==> src/hw/rtl/pedigree_kinship_table_top_defines.svh <==
// ---------------------------------------------------------------------------
// Assertion macros for the pedigree kinship table
// Shared wrappers for concurrent checks, clocked on rising edge.
// ---------------------------------------------------------------------------
`ifndef PEDIGREE_KINSHIP_TABLE_TOP_DEFINES_SVH
`define PEDIGREE_KINSHIP_TABLE_TOP_DEFINES_SVH

// same-cycle implication
`define PKT_ASSERT_NOW(lbl, clk, rst, ante, cons, msg) \
   lbl: assert property (@(posedge clk) disable iff (rst) (ante) |-> (cons)) else $error(msg);

// next-cycle implication
`define PKT_ASSERT_NEXT(lbl, clk, rst, ante, cons, msg) \
   lbl: assert property (@(posedge clk) disable iff (rst) (ante) |=> (cons)) else $error(msg);

`endif

==> src/hw/rtl/pkt_pkg.sv <==
// ---------------------------------------------------------------------------
// pkt_pkg
// Types and constants shared by the kinship table modules.
// ---------------------------------------------------------------------------
`timescale 1ns / 1ps
package pkt_pkg;

   localparam int IDX_W       = 9;
   localparam int VAL_W       = 32;
   localparam int FRAC_BITS   = 31;
   localparam int QUEUE_DEPTH = 2;
   localparam logic [VAL_W-1:0] HALF_VALUE = VAL_W'(64'd1 << (FRAC_BITS - 1));

   localparam logic [1:0] ACT_LOAD  = 2'd0;
   localparam logic [1:0] ACT_QUERY = 2'd1;
   localparam logic [1:0] ACT_CLEAR = 2'd2;

   localparam logic [1:0] ST_OK         = 2'd0;
   localparam logic [1:0] ST_FULL       = 2'd1;
   localparam logic [1:0] ST_PARENT     = 2'd2;
   localparam logic [1:0] ST_NOT_LOADED = 2'd3;

   typedef struct packed {
      logic [1:0]       action;
      logic [IDX_W-1:0] sire;
      logic [IDX_W-1:0] dam;
      logic [IDX_W-1:0] first_member;
      logic [IDX_W-1:0] second_member;
   } req_type;

   typedef struct packed {
      logic [IDX_W-1:0] assigned_index;
      logic [VAL_W-1:0] kinship_value;
      logic [1:0]       status;
   } rsp_type;

   typedef enum logic [1:0] {
      OP_LOAD,
      OP_QUERY,
      OP_CLEAR,
      OP_NONE
   } op_type;

   // classified transaction passed from front to back
   typedef struct packed {
      op_type           op;
      logic [IDX_W-1:0] x;
      logic [IDX_W-1:0] y;
   } entry_type;

   typedef enum logic [3:0] {
      BK_IDLE,
      BK_DECODE,
      BK_RD_S,
      BK_RD_D,
      BK_WR,
      BK_DIAG_RD,
      BK_DIAG_WR,
      BK_Q_DONE,
      BK_OUT
   } back_state_type;

endpackage

==> src/hw/rtl/pkt_front.sv <==
// ---------------------------------------------------------------------------
// pkt_front
// Accepts request transactions and classifies them into queue entries.
// ---------------------------------------------------------------------------
`timescale 1ns / 1ps
module pkt_front (
   input  logic             clock,
   input  logic             reset,
   input  logic             req_valid,
   output logic             req_stall,
   input  pkt_pkg::req_type req_data,
   output logic             push,
   output pkt_pkg::entry_type push_entry,
   input  logic             q_full
);
   import pkt_pkg::*;

   logic      slot_valid_ff, slot_valid_in;
   entry_type slot_ff, slot_in;
   logic      take;

   assign push       = slot_valid_ff && !q_full;
   assign push_entry = slot_ff;
   assign req_stall  = slot_valid_ff && q_full;
   assign take       = req_valid && !req_stall;

   always_comb begin
      slot_valid_in = take ? 1'b1 : (push ? 1'b0 : slot_valid_ff);
      slot_in       = slot_ff;
      if (take) begin
         unique case (req_data.action)
            ACT_LOAD: begin
               slot_in = '{op: OP_LOAD, x: req_data.sire, y: req_data.dam};
            end
            ACT_QUERY: begin
               slot_in = '{op: OP_QUERY, x: req_data.first_member,
                           y: req_data.second_member};
            end
            ACT_CLEAR: begin
               slot_in = '{op: OP_CLEAR, x: '0, y: '0};
            end
            default: begin
               slot_in = '{op: OP_NONE, x: '0, y: '0};
            end
         endcase
      end
   end

   always_ff @(posedge clock) begin
      if (reset) begin
         slot_valid_ff <= 1'b0;
      end else begin
         slot_valid_ff <= slot_valid_in;
      end
      slot_ff <= slot_in;
   end

endmodule

==> config.mk <==
export PLATFORM = sky130hd
export DESIGN_NAME = pkt_front
export DESIGN_NICKNAME = d
export VERILOG_FILES = /design/src/hw/rtl/pedigree_kinship_table_top_defines.svh /design/src/hw/rtl/pkt_pkg.sv /design/src/hw/rtl/pkt_front.sv
export SDC_FILE = /design/constraint.sdc
export NUM_CORES = 1
export LEC_CHECK = 0
export BUFFER_PORTS_ARGS = -buffer_cell sky130_fd_sc_hd__buf_2
export CORE_UTILIZATION = 40
export DETAILED_ROUTE_END_ITERATION = 16
export PLACE_DENSITY_LB_ADDON = 0.12
export SLEW_MARGIN = 20
export SYNTH_ARGS = -nofsm -noshare
export SYNTH_HDL_FRONTEND = slang
export SYNTH_SLANG_ARGS = --single-unit
export TNS_END_PERCENT = 10
==> constraint.sdc <==
create_clock -name clock -period 2.1 [get_ports clock]
set_input_delay 0.105 -clock clock [delete_from_list [all_inputs] [get_ports clock]]
set_output_delay 0.105 -clock clock [all_outputs]
set_load 0.01 [all_outputs]
# Word-level counts from Yosys, hierarchy flattened

Index checks and enable logic that the tools add are counted.

Register bits: 21
Bits in latches: 0
Memory bits (writable): 0
Bits in read-only memories: 0
Input bits: 42
Output and inout port bits: 22
Logic and storage cells: 16
Memories kept: 0

$add $sub $neg: 0
Multiply operators: 0
Div/mod/pow operators: 0
Magnitude comparators: 0
Equal/unequal tests: 2
Shifts and indexed selects: 0
Muxes and demuxes: 3
Bitwise operators: 0
Reductions and logical operators: 7

Operator list:

| cell                                                            | count |
|---|---|
| 20-bit one-hot mux with 3 select lines                          | 1 |
| 1-bit logical AND                                               | 3 |
| 2-bit by 1-bit == test with 1-bit output, second input constant | 1 |
| 2-bit == test, second input constant                            | 1 |
| 1-bit zero test                                                 | 2 |
| 2-bit zero test                                                 | 1 |
| 1-bit two-way mux                                               | 2 |
| 2-bit nonzero test                                              | 1 |

# Logic depth before layout (Yosys ltp)

Depth in word-level cells: 4
Gate-level depth with buffers: 4
Gate-level depth less buffers: 2

# Worst setup path after synthesis

No wires, ideal clock.

Path type: register -> register
Start point: register slot_valid_ff
End point: register slot_ff, in the netlist push_entry[0], enable pin
Library setup time: 399 ps
Data arrival time: 1407 ps
Data required time: 1701 ps
Slack: 294 ps
Cell stages (with the launch flop): 3
Buffers on the path: 0
Clock period less this slack: 1806 ps
Path through: dfxtp_1 and2_1 nor2b_1

Word-level cells in the longest chain between the ends: 3

Ends and longest elaborated chain:

| what                   | line            | source |
|---|---|---|
| from (decl)            | pkt_front.sv:18 | `logic slot_valid_ff, slot_valid_in;` |
| from (signal assigned) | pkt_front.sv:53 | `slot_valid_ff <= slot_valid_in;` |
| 1-bit logical AND      | pkt_front.sv:24 | `assign req_stall = slot_valid_ff && q_full;` |
| named net req_stall    | pkt_front.sv:10 | `output logic req_stall,` |
| 1-bit zero test        | pkt_front.sv:25 | `assign take = req_valid && !req_stall;` |
| 1-bit logical AND      | pkt_front.sv:25 |  |
| to (signal assigned)   | pkt_front.sv:55 | `slot_ff <= slot_in;` |
| to (decl)              | pkt_front.sv:19 | `entry_type slot_ff, slot_in;` |

The timed path passes the listed nets, and every way through them passes these cells.
A chain may end at the register's enable or synchronous reset.

# Worst setup path in the final report

Start point: register slot_valid_ff
End point: register slot_ff, in the netlist push_entry[3], enable pin

Word-level cells in the longest chain between the ends: 3

Ends and longest elaborated chain:

| what              | line |
|---|---|
| 1-bit logical AND | pkt_front.sv:24 |
| 1-bit zero test   | pkt_front.sv:25 |
| 1-bit logical AND | pkt_front.sv:25 |

Every way passes these cells.

==> impl_metrics.sql <==
INSERT INTO impl_metrics (metric_group, metric, value, unit) VALUES
('setup_path', 'critPathKind', 'flop to flop', ''),
('timing', 'maxSlewViolCount', '0', ''),
('detailed_routing', 'vias', '723', ''),
('cells_and_area', 'drive_above_1_share', '0.519', ''),
('run_status', 'outcome', 'finished, final reports clean', ''),
('power_and_ir_drop', 'pwr_density_cell', '639', 'nW/um^2'),
('cells_and_area', 'most_used_cells_in_the_layout_excluding_fill_and_tap_cells', '63 x buf_2, 20 x edfxtp_1, 19 x nor2_1', ''),
('setup_path', 'r2r_start', 'slot_valid_ff', ''),
('timing', 'rsz0062_at_grt', 'no', ''),
('setup_path', 'end_kind', 'flop', ''),
('synth', 'area_share_of_and_or_nand_nor_cells_after_synthesis', '0.0954', ''),
('timing', 'period_share', '0.549', ''),
('setup_path', 'crit_family', 'flip-flops', ''),
('synth', 'synth.ff_latch_count', '21', ''),
('synth', 'post_synth_xor_area_fraction', '0', ''),
('cts', 'cts-root-to-sink-buffers', '2', ''),
('cts', 'clock_transition_time_at_the_flip_flop_clock_pins_of_the_worst_setup_and_hold_paths', '0.11', 'ns'),
('synth', 'synth_sequential_area_ratio', '0.657', ''),
('setup_path', 'regToRegSetupSlack', '0.95', 'ns'),
('place', 'buffer_ports.inserted', '63', ''),
('place', 'placed_cells', '154', ''),
('setup_path', 'crit_chain', 'and2_1, nor2b_2, buf_4', ''),
('global_routing', 'total_gr_overflow', '0', ''),
('cts', 'clk_root_buffer_cell', 'clkbuf_4', ''),
('die', 'fp.dieH', '50.6', 'microns'),
('synth', 'synth_area', '945', 'sq um'),
('synth', 'synth.top_cell.area_share', '0.636', ''),
('cts', 'cts.sinks', '21', ''),
('global_routing', 'first_global_vias', '631', ''),
('global_routing', 'antenna_violations_before_repair', '0', ''),
('cells_and_area', 'layout.core_utilization', '0.584', ''),
('synth', 'unique_masters_post_synth', '11', ''),
('place', 'postPlaceCellArea', '1260', 'sq um'),
('cells_and_area', 'layout.cells.most_common', 'buf_2', ''),
('place', 'dpl.hpwl', '1260', 'microns'),
('cts', 'cts_tree', 'yes', ''),
('synth', 'yosys.area_share.adder', '0', ''),
('cells_and_area', 'area_growth', '36.8', '%'),
('timing', 'finalSetupTns', '0', 'ns'),
('detailed_routing', 'drtAntennaViolNets', '0', ''),
('synth', 'syn_nets', '110', ''),
('timing', 'setup_viol', '0', ''),
('power_and_ir_drop', 'p_clk_frac', '0.227', ''),
('synth', 'synth.area.mux_share', '0.191', ''),
('place', 'place_ws', '0.949', 'ns'),
('setup_path', 'cpPeakStageDelay', '0.33', 'ns'),
('synth', 'synth_top_family_by_area', 'multiplexers', ''),
('setup_path', 'path_max_fanout', '20', ''),
('cts', 'clock_tree.htree_level_count', '1', ''),
('die', 'dieWidth', '50.6', 'microns'),
('die', 'number_of_cell_rows', '17', ''),
('die', 'design.die.area', '2560', 'sq um'),
('detailed_routing', 'routed_wl', '1680', 'microns'),
('timing', 'worst_slack', '0.946', 'ns'),
('setup_path', 'critPathSlowestCell', 'dfxtp_1', ''),
('global_routing', 'grt_start_max_net_pins', '21', ''),
('power_and_ir_drop', 'vdd_drop_max', '0.000384', 'V'),
('place', 'gp_congestion', '0.627', ''),
('timing', 'worst_pin_slew', '0.541', 'ns'),
('synth', 'yosys_warnings', '0', ''),
('setup_path', 'worst_endpoint_data_arrival_time', '1.15', 'ns'),
('synth', 'yosys.area.top_type', 'edfxtp_1', ''),
('cells_and_area', 'number_of_inserted_diodes', '0', ''),
('global_routing', 'grt.total_usage', '0.141', ''),
('cells_and_area', 'layout.nets', '174', ''),
('timing', 'finClkSkew', '0.00261', 'ns'),
('power_and_ir_drop', 'p_sw', '190', 'uW'),
('cells_and_area', 'finish.cell_count_without_fillers', '159', ''),
('setup_path', 'crit_path_buffers_inverters', '1', ''),
('min_path', 'min_delay_path_depth', '3', ''),
('die', 'initial_utilization', '0.427', '');
## kinds of logic after synthesis
logic type	Yosys count
AOI/OAI and AO/OA	1
buffers and inverters	6
DFF	21
muxes	18
and+or+nand+nor	22
## routing by layer
metal / part of all wire / up-vias / track usage / wire [microns]
met3: 0.094 / 4 / 0.0455 / 158
met4: 0.016 / 0 / 0.0741 / 27
met2: 0.48 / 39 / 0.238 / 804
met5: 0 / - / 0 / 0
li1: - / 362 / - / -
met1: 0.41 / 318 / 0.158 / 688
## worst max-delay path by stage
stage | startpoint | to | cells after the start
after floorplan | slot_valid_ff | push_entry[0] | 2
after global placement | slot_valid_ff | push_entry[3] | 3
after detailed placement | req_data[36] | push_entry[2] | 3
after CTS | slot_valid_ff | push_entry[18] | 3
after global routing | slot_valid_ff | push_entry[7] | 3
final | slot_valid_ff | push_entry[3] | 3
## state kept, by name (all words and copies together), names as in the netlist
signal / flops
push_entry: 20
slot_valid_ff: 1
## worst reg2reg max path, cell delays in order, from the launching register on
cell     delay (ns)
dfxtp_1        0.33
and2_1         0.16
nor2b_2        0.10
buf_4          0.26
## power by group through the flow
stage	Sequential (mW)	Clock [mW]	Combinational, mW
floorplan	0.526	0	0.0596
global route	0.502	0.210	0.156
global placement	0.508	0	0.138
detailed placement	0.509	0	0.142
CTS	0.499	0.195	0.143
finish	0.498	0.188	0.141
## cell usage after synthesis (all sizes together)
cell and count:
edfxtp 20, nor2 19, mux2i 18, buf 4, clkbuf 2, nor2b 2, a21oi 1, and2 1
dfxtp 1
## final cells by class
type	instances	area (sq um)
Clock buffer	4	26.3
Tap cell	28	35.0
Fill cell	210	920
Timing Repair Buffer	65	333
Multi-Input combinational cell	41	278
Sequential cell	21	621
## through the flow
step                hold slack, ns  power (mW)
finish                      0.0162       0.827
global route                0.0271       0.867
CTS                         0.0111       0.838
detailed placement           0.266       0.650
global placement             0.262       0.646
floorplan                    0.177       0.585
## what timing repair did
| action | in CTS | in global routing |
|---|---|---|
| hold endpoints to repair | 1 | 0 |
| hold buffers | 1 | 0 |
| resized for setup | 0 | 0 |
(Power assumes the default switching activity.)
