File: config.mk
export PLATFORM = sky130hd
export DESIGN_NAME = pkt_queue
export DESIGN_NICKNAME = d
export VERILOG_FILES = /design/src/hw/rtl/pedigree_kinship_table_top_defines.svh /design/src/hw/rtl/pkt_pkg.sv /design/src/hw/rtl/pkt_queue.sv
export SDC_FILE = /design/constraint.sdc
export NUM_CORES = 1
export LEC_CHECK = 0
export BUFFER_PORTS_ARGS = -buffer_cell sky130_fd_sc_hd__buf_2
export CORE_UTILIZATION = 45
export CTS_CLUSTER_DIAMETER = 150
export CTS_CLUSTER_SIZE = 16
export DETAILED_ROUTE_END_ITERATION = 10
export PLACE_DENSITY_LB_ADDON = 0.12
export SYNTH_ARGS = -nofsm -noshare
export SYNTH_HDL_FRONTEND = slang
export SYNTH_SLANG_ARGS = --single-unit
File: constraint.sdc
create_clock -name clock -period 1.5 [get_ports clock]
set_input_delay 0.3 -clock clock [delete_from_list [all_inputs] [get_ports clock]]
set_output_delay 0.3 -clock clock [all_outputs]
set_load 0.03 [all_outputs]
File: src/hw/rtl/pedigree_kinship_table_top_defines.svh
// ---------------------------------------------------------------------------
// Assertion macros for the pedigree kinship table
// Shared wrappers for concurrent checks, clocked on rising edge.
// ---------------------------------------------------------------------------
`ifndef PEDIGREE_KINSHIP_TABLE_TOP_DEFINES_SVH
`define PEDIGREE_KINSHIP_TABLE_TOP_DEFINES_SVH

// same-cycle implication
`define PKT_ASSERT_NOW(lbl, clk, rst, ante, cons, msg) \
   lbl: assert property (@(posedge clk) disable iff (rst) (ante) |-> (cons)) else $error(msg);

// next-cycle implication
`define PKT_ASSERT_NEXT(lbl, clk, rst, ante, cons, msg) \
   lbl: assert property (@(posedge clk) disable iff (rst) (ante) |=> (cons)) else $error(msg);

`endif

File: src/hw/rtl/pkt_pkg.sv
// ---------------------------------------------------------------------------
// pkt_pkg
// Types and constants shared by the kinship table modules.
// ---------------------------------------------------------------------------
`timescale 1ns / 1ps
package pkt_pkg;

   localparam int IDX_W       = 9;
   localparam int VAL_W       = 32;
   localparam int FRAC_BITS   = 31;
   localparam int QUEUE_DEPTH = 2;
   localparam logic [VAL_W-1:0] HALF_VALUE = VAL_W'(64'd1 << (FRAC_BITS - 1));

   localparam logic [1:0] ACT_LOAD  = 2'd0;
   localparam logic [1:0] ACT_QUERY = 2'd1;
   localparam logic [1:0] ACT_CLEAR = 2'd2;

   localparam logic [1:0] ST_OK         = 2'd0;
   localparam logic [1:0] ST_FULL       = 2'd1;
   localparam logic [1:0] ST_PARENT     = 2'd2;
   localparam logic [1:0] ST_NOT_LOADED = 2'd3;

   typedef struct packed {
      logic [1:0]       action;
      logic [IDX_W-1:0] sire;
      logic [IDX_W-1:0] dam;
      logic [IDX_W-1:0] first_member;
      logic [IDX_W-1:0] second_member;
   } req_type;

   typedef struct packed {
      logic [IDX_W-1:0] assigned_index;
      logic [VAL_W-1:0] kinship_value;
      logic [1:0]       status;
   } rsp_type;

   typedef enum logic [1:0] {
      OP_LOAD,
      OP_QUERY,
      OP_CLEAR,
      OP_NONE
   } op_type;

   // classified transaction passed from front to back
   typedef struct packed {
      op_type           op;
      logic [IDX_W-1:0] x;
      logic [IDX_W-1:0] y;
   } entry_type;

   typedef enum logic [3:0] {
      BK_IDLE,
      BK_DECODE,
      BK_RD_S,
      BK_RD_D,
      BK_WR,
      BK_DIAG_RD,
      BK_DIAG_WR,
      BK_Q_DONE,
      BK_OUT
   } back_state_type;

endpackage

File: src/hw/rtl/pkt_queue.sv
// ---------------------------------------------------------------------------
// pkt_queue
// Short FIFO of classified transactions between front and back.
// ---------------------------------------------------------------------------
`timescale 1ns / 1ps
module pkt_queue (
   input  logic               clock,
   input  logic               reset,
   input  logic               push,
   input  pkt_pkg::entry_type push_entry,
   input  logic               pop,
   output logic               q_valid,
   output logic               q_full,
   output pkt_pkg::entry_type q_entry,
   output logic [$clog2(pkt_pkg::QUEUE_DEPTH+1)-1:0] q_count
);
   import pkt_pkg::*;

   localparam int PW = $clog2(QUEUE_DEPTH);
   localparam int CW = $clog2(QUEUE_DEPTH + 1);

   entry_type         slots_ff [QUEUE_DEPTH];
   logic [PW-1:0]     wr_ptr_ff, wr_ptr_in, rd_ptr_ff, rd_ptr_in;
   logic [CW-1:0]     count_ff, count_in;
   logic              do_push, do_pop;

   assign q_valid = count_ff != '0;
   assign q_full  = count_ff == CW'(QUEUE_DEPTH);
   assign q_entry = slots_ff[rd_ptr_ff];
   assign q_count = count_ff;
   assign do_push = push && !q_full;
   assign do_pop  = pop && q_valid;

   always_comb begin
      wr_ptr_in = wr_ptr_ff;
      rd_ptr_in = rd_ptr_ff;
      count_in  = count_ff;
      if (do_push) begin
         wr_ptr_in = (wr_ptr_ff == PW'(QUEUE_DEPTH - 1)) ? '0 : wr_ptr_ff + 1'b1;
      end
      if (do_pop) begin
         rd_ptr_in = (rd_ptr_ff == PW'(QUEUE_DEPTH - 1)) ? '0 : rd_ptr_ff + 1'b1;
      end
      if (do_push && !do_pop) begin
         count_in = count_ff + 1'b1;
      end else if (do_pop && !do_push) begin
         count_in = count_ff - 1'b1;
      end
   end

   always_ff @(posedge clock) begin
      if (reset) begin
         wr_ptr_ff <= '0;
         rd_ptr_ff <= '0;
         count_ff  <= '0;
      end else begin
         wr_ptr_ff <= wr_ptr_in;
         rd_ptr_ff <= rd_ptr_in;
         count_ff  <= count_in;
      end
      if (do_push) begin
         slots_ff[wr_ptr_ff] <= push_entry;
      end
   end

endmodule

# --- Word-level counts from Yosys, hierarchy flattened ---
# Memory sizes are Yosys's and may differ from the RTL's. A register that Yosys moved wholly into a read port is not among the register bits.
# Cells that the tools add are included.
totals:
  ff_bits: 4
  in_bits: 24
  ram_bits: 40
  wordCells: 26
  mem_count: 1
  output_inout_bits: 24
classes:
  n_reduce_logical: 9
  eq_ne: 1
  muxes: 8
  add_sub_neg: 4
memory_table:
  columns: ["name", "words", "word_bits", "read_ports", "rd_ports_with_merged_regs", "write_ports", "line_no", "rtl"]
  rows:
  - ["slots_ff", 2, 20, 1, 1, 1, "pkt_queue.sv:22", "entry_type slots_ff [QUEUE_DEPTH];"]
op_table:
  columns: ["op", "n"]
  rows:
  - ["$mux 1", 6]
  - ["$logic_and 1x1->1", 4]
  - ["$mux 2", 2]
  - ["$reduce_bool 2->1", 2]
  - ["$logic_not 1->1", 3]
  - ["$add 1x1->1 const B", 2]
  - ["$add 2x1->2 const B", 1]
  - ["$eq 2x2->1 const B", 1]
  - ["$sub 2x1->2 const B", 1]

# --- Logic depth before layout (Yosys ltp) ---
depth:
  depth_word: 7
  ltp_mapped: 6
  depth_no_buf: 6

# --- Worst setup path before layout ---
# No wires, ideal clock.
synth_path:
  kind: "register to register"
  startpoint: "register count_ff[0] (netlist: q_count[0])"
  endpoint: "memory slots_ff[0][0] in the netlist's numbering, enable pin"
  setup_ns: 0.375
  path_buffers: 0
  period_less_slack_ns: 1.919
  arrival_ns: 1.545
  path_slack_ns: -0.419
  required_time_ns: 1.125
  path_stages_with_launch: 4
  path_cell_list: "dfxtp_1 -> nor2b_2 -> or3_1 -> inv_1"
synth_via:
  elab_chain_cells: 5
synth_rtl:
  columns: ["element", "line_no", "rtl"]
  rows:
  - ["from (decl)", "pkt_queue.sv:24", "logic [CW-1:0] count_ff, count_in;"]
  - ["from (signal assigned)", "pkt_queue.sv:59", "count_ff <= count_in;"]
  - ["$eq 2x2->1", "pkt_queue.sv:28", "assign q_full = count_ff == CW'(QUEUE_DEPTH);"]
  - ["net q_full", "pkt_queue.sv:13", "output logic q_full,"]
  - ["$logic_not 1->1", "pkt_queue.sv:31", "assign do_push = push && !q_full;"]
  - ["$logic_and 1x1->1", "pkt_queue.sv:31", null]
  - ["$mux 1", "pkt_queue.sv:61", "if (do_push) begin"]
  - ["$mux 1 (not written as such)", "pkt_queue.sv:62", "slots_ff[wr_ptr_ff] <= push_entry;"]
  - ["to (decl)", "pkt_queue.sv:22", null]
# The timed path passes the listed nets, and every way through them passes these cells.

==> parameters.txt <==
Parameter                              Value

Outcome
  Run status ... finished, violations left
  Violations in the final reports ... negative setup slack

Global routing
  Busiest layer in global routing ... met2
  Met1 track demand over resource in global routing ... 16.46%
  Overall Global Routing Usage ... 15.87%
  Congestion Overflow GR ... 0
  Via count of the first global-routing pass ... just under 1,000
  Initial antenna violation count ... 0
  Maximum number of pins on one net before global-route repair ... 21
  Wire length of the first global-routing pass ... ~4.5 mm
  M3 GR Usage ... between 3 and 4%
  Global routing usage on met2 ... between 20% and 30%

CTS
  Total clock buffers created by CTS ... 5
  Clock edge transition at the registers on the reported setup and hold paths ... 90 ps
  Clock tree sinks ... between 40 and 50
  Total of hold buffers inserted after clock tree synthesis ... 0
  Worst-skew pair later-pin latency ... 290 ps
  Clock tree from TritonCTS ... yes
  H-Tree Level Count ... 2
  Root Buffer Master ... clkbuf_8
  Maximum number of buffers from clock root to sink ... 2

Floorplan
  CORE AREA ... between 0.003 and 0.004 mm2
  Number of top-level design ports ... 48
  Overall die area ... between 0.003 and 0.004 mm2
  Die Y ... approximately 63 um
  Placement Rows ... 21
  Die span in x ... roughly 63 um
  Initial Util ... 48.13%

Worst setup path
  Crit. End Element ... primary output
  Type of origin of the critical path ... register
  Biggest fanout along the worst timing path ... 7
  Flop2flop setup slack ... ~20 ps
  Type of the worst setup path ... register to primary output
  Data required time at the worst endpoint ... roughly 1200 ps
  Data arrival at the endpoint of the critical path ... approximately 1300 ps

Placed design
  RePlAce Congestion ... 0.5935
  Quantity of I/O buffers inserted on ports ... 47
  Post-Place Cells ... 183
  Final HPWL from detailed placement ... 1.703 mm

Yosys
  Main flop type after synthesis ... edfxtp_1
  Number of library cell types mapped by synthesis ... 14
  Post-Syn Nets ... 112
  Share of synthesized flip-flops with an asynchronous set or reset ... 0%
  Largest area contributor in the synthesized netlist ... edfxtp_1
  FF+latch count, synth ... 45
  Area of the mapped netlist ... between 0.0015 and 0.002 mm2
  Gate Count Post-Synth ... between 80 and 90
  Leading post-synthesis cells by cell area ... edfxtp_1 (73%), mux2_2 (14%), dfxtp_1 (6.0%)
  EDFF count, synth ... 40
  Mean post-synth cell area ... 19.04 um2
  Top-count cell post-synth ... edfxtp_1
  Top cell types by occurrence after synthesis ... edfxtp_1 (40), mux2_2 (20), dfxtp_1 (5)
  Area share of the largest cell type after synthesis ... between 70 and 80%
  Sequential share of the synthesized area ... between 70 and 80%
  Syn. warnings ... 0

Pwr
  Share of total power in sequential cells ... around two fifths
  Switching power ... between 1 and 1.5 mW
  Total power consumption of the routed design ... between 4 and 5 mW
  Part of the power in the clock network ... approximately 17%
  Sw frac ... between 30 and 40%
  Maximum ir drop on the vdd rail ... roughly 1.1 mV
  Logic gate share of total power ... between 40% and 50%
  Pwr per Cell Area ... 1816 mW/mm2
  Internal Pwr Total ... between 2 and 3 mW
  P_leak ... 0.9405 nW

Routing
  Routed wirelength normalized by instance count ... 14.40 um
  Remaining antenna violation count ... 0
  Number of vias after detailed routing ... slightly above 900
  First-pass iteration count of the detailed router ... 4
  Post-DR vias/cell ... 4.804
  DRC violation count after routing ... 0
  Total routed wirelength ... between 2 and 3 mm
  Drt first-iter violations ... 27

Timing
  Total of endpoints with negative setup slack in the final report ... 21
  Final hold viol count ... 0
  Number of slew-limit violations in the final report ... 0
  Period Utilization, post-route ... 105.7%
  Post-route clock skew ... 4.998 ps
  Achievable frequency ... between 600 and 700 MHz
  Minimum setup slack in the final design ... -85.28 ps
  Setup repair after global routing missed its margin ... true
  Worst Hold Slack ... between 150 and 200 ps
  Transition time of the tightest slew-check pin ... around 180 ps
  Tightest slew margin relative to the limit ... 88.00%
  Shortest period the worst path allows ... 1585 ps

Final layout
  Area delta synth->final ... 43.13%
  Share of layout cells above drive strength 1 ... between 60% and 70%
  Fin cells ... roughly 190
  Count of inserted antenna diode cells ... 0
  Fin nets ... between 150 and 200

Flow run
  Max-capacitance violation count ... 0

Worst hold path
  Path class of the lowest-slack min-delay path ... input port to register
==> critical path: stages (launching register included) <==
cell     delay (ps)
dfxtp_4         400
buf_8           150
mux2_4          320
buf_6           140
==> sequential cells by signal (all words and copies together), names as in the netlist, named ones only <==
signal and count:
rd_ptr_ff 1, q_count 2, slots_ff 40, wr_ptr_ff 1
==> final cells by class <==
cell class	count	area (um2)
multi-input cells	38	426.7
clock inverters	3	22.52
inverters	2	11.26
clock buffers	5	68.82
repair buffers	55	471.7
flip-flops and latches	45	1313
well taps	46	57.56
fillers	238	1071
==> cells by family after synthesis <==
logic type / synth area share [%]
compound gates: 1.510
simple gates: 2.946
xor+xnor: 1.586
fa+ha+maj: 0.7552
mux: 13.60
buf+inv: 1.058
flops: 78.55
==> power by group through the flow <==
stage / sequential, mW / clock (mW) / combinational [mW]
2_1_floorplan: 1.73 / 0 / 0.949
3_3_place_gp: 1.68 / 0 / 1.38
3_5_place_dp: 1.70 / 0 / 1.40
4_1_cts: 1.70 / 0.747 / 1.84
5_1_grt: 1.72 / 0.782 / 1.98
6_report: 1.70 / 0.723 / 1.88
==> per-stage QoR <==
step                setup slack (ps)  util (%)  instance area [um2]  TNS, ps
floorplan                     -96.55         -                 1674   -441.0
global placement               112.2     58.67                 2019        0
detailed placement             51.46     58.67                 2019        0
CTS                           -104.6     68.12                 2345    -1815
global route                  -124.2     68.88                 2371    -2920
finish                        -85.28     68.88                 2371    -1504
==> metal layers <==
metal	vias to the layer above	share of wire, %
li1	446	-
met1	454	36
met2	28	58
met3	4	4.8
met4	0	1.2
met5	-	0
==> worst paths after layout <==
check	start	to	cells past startpoint
worst min register to register	wr_ptr_ff	wr_ptr_ff	2
worst min-delay path	push_entry[3]	slots_ff[1][3]	1
worst max register to register	q_count[1]	slots_ff[0][11]	5
worst max-delay path	register	q_entry[12]	3
==> layout by cell type, fill, tap and decap left out <==
| cell type | instances |
|---|---|
| dfxtp_4 | 3 |
| or3_1 | 1 |
| o21ai_0 | 2 |
| or2_2 | 1 |
| buf_6 | 21 |
| mux2_4 | 20 |
| a21oi_1 | 2 |
| clkbuf_8 | 5 |
| dfxtp_1 | 2 |
| nor2_2 | 1 |
| buf_4 | 2 |
| inv_1 | 1 |
| buf_2 | 27 |
| clkinvlp_4 | 4 |
| nor2_1 | 3 |
| o21ai_1 | 1 |
| ha_1 | 1 |
| buf_8 | 3 |
| and2_2 | 1 |
| or3_4 | 1 |
| edfxtp_1 | 40 |
| xor2_1 | 3 |
| buf_12 | 2 |
| nor2b_4 | 1 |
==> repair_timing <==
action                     in CTS  in global routing
pin swaps                       0                  3
setup endpoints to repair      20                 21
cloned                          1                  0
resized for setup              69                  4
buffers inserted                0                  2
No activity file was read; power rests on OpenSTA's default activity.
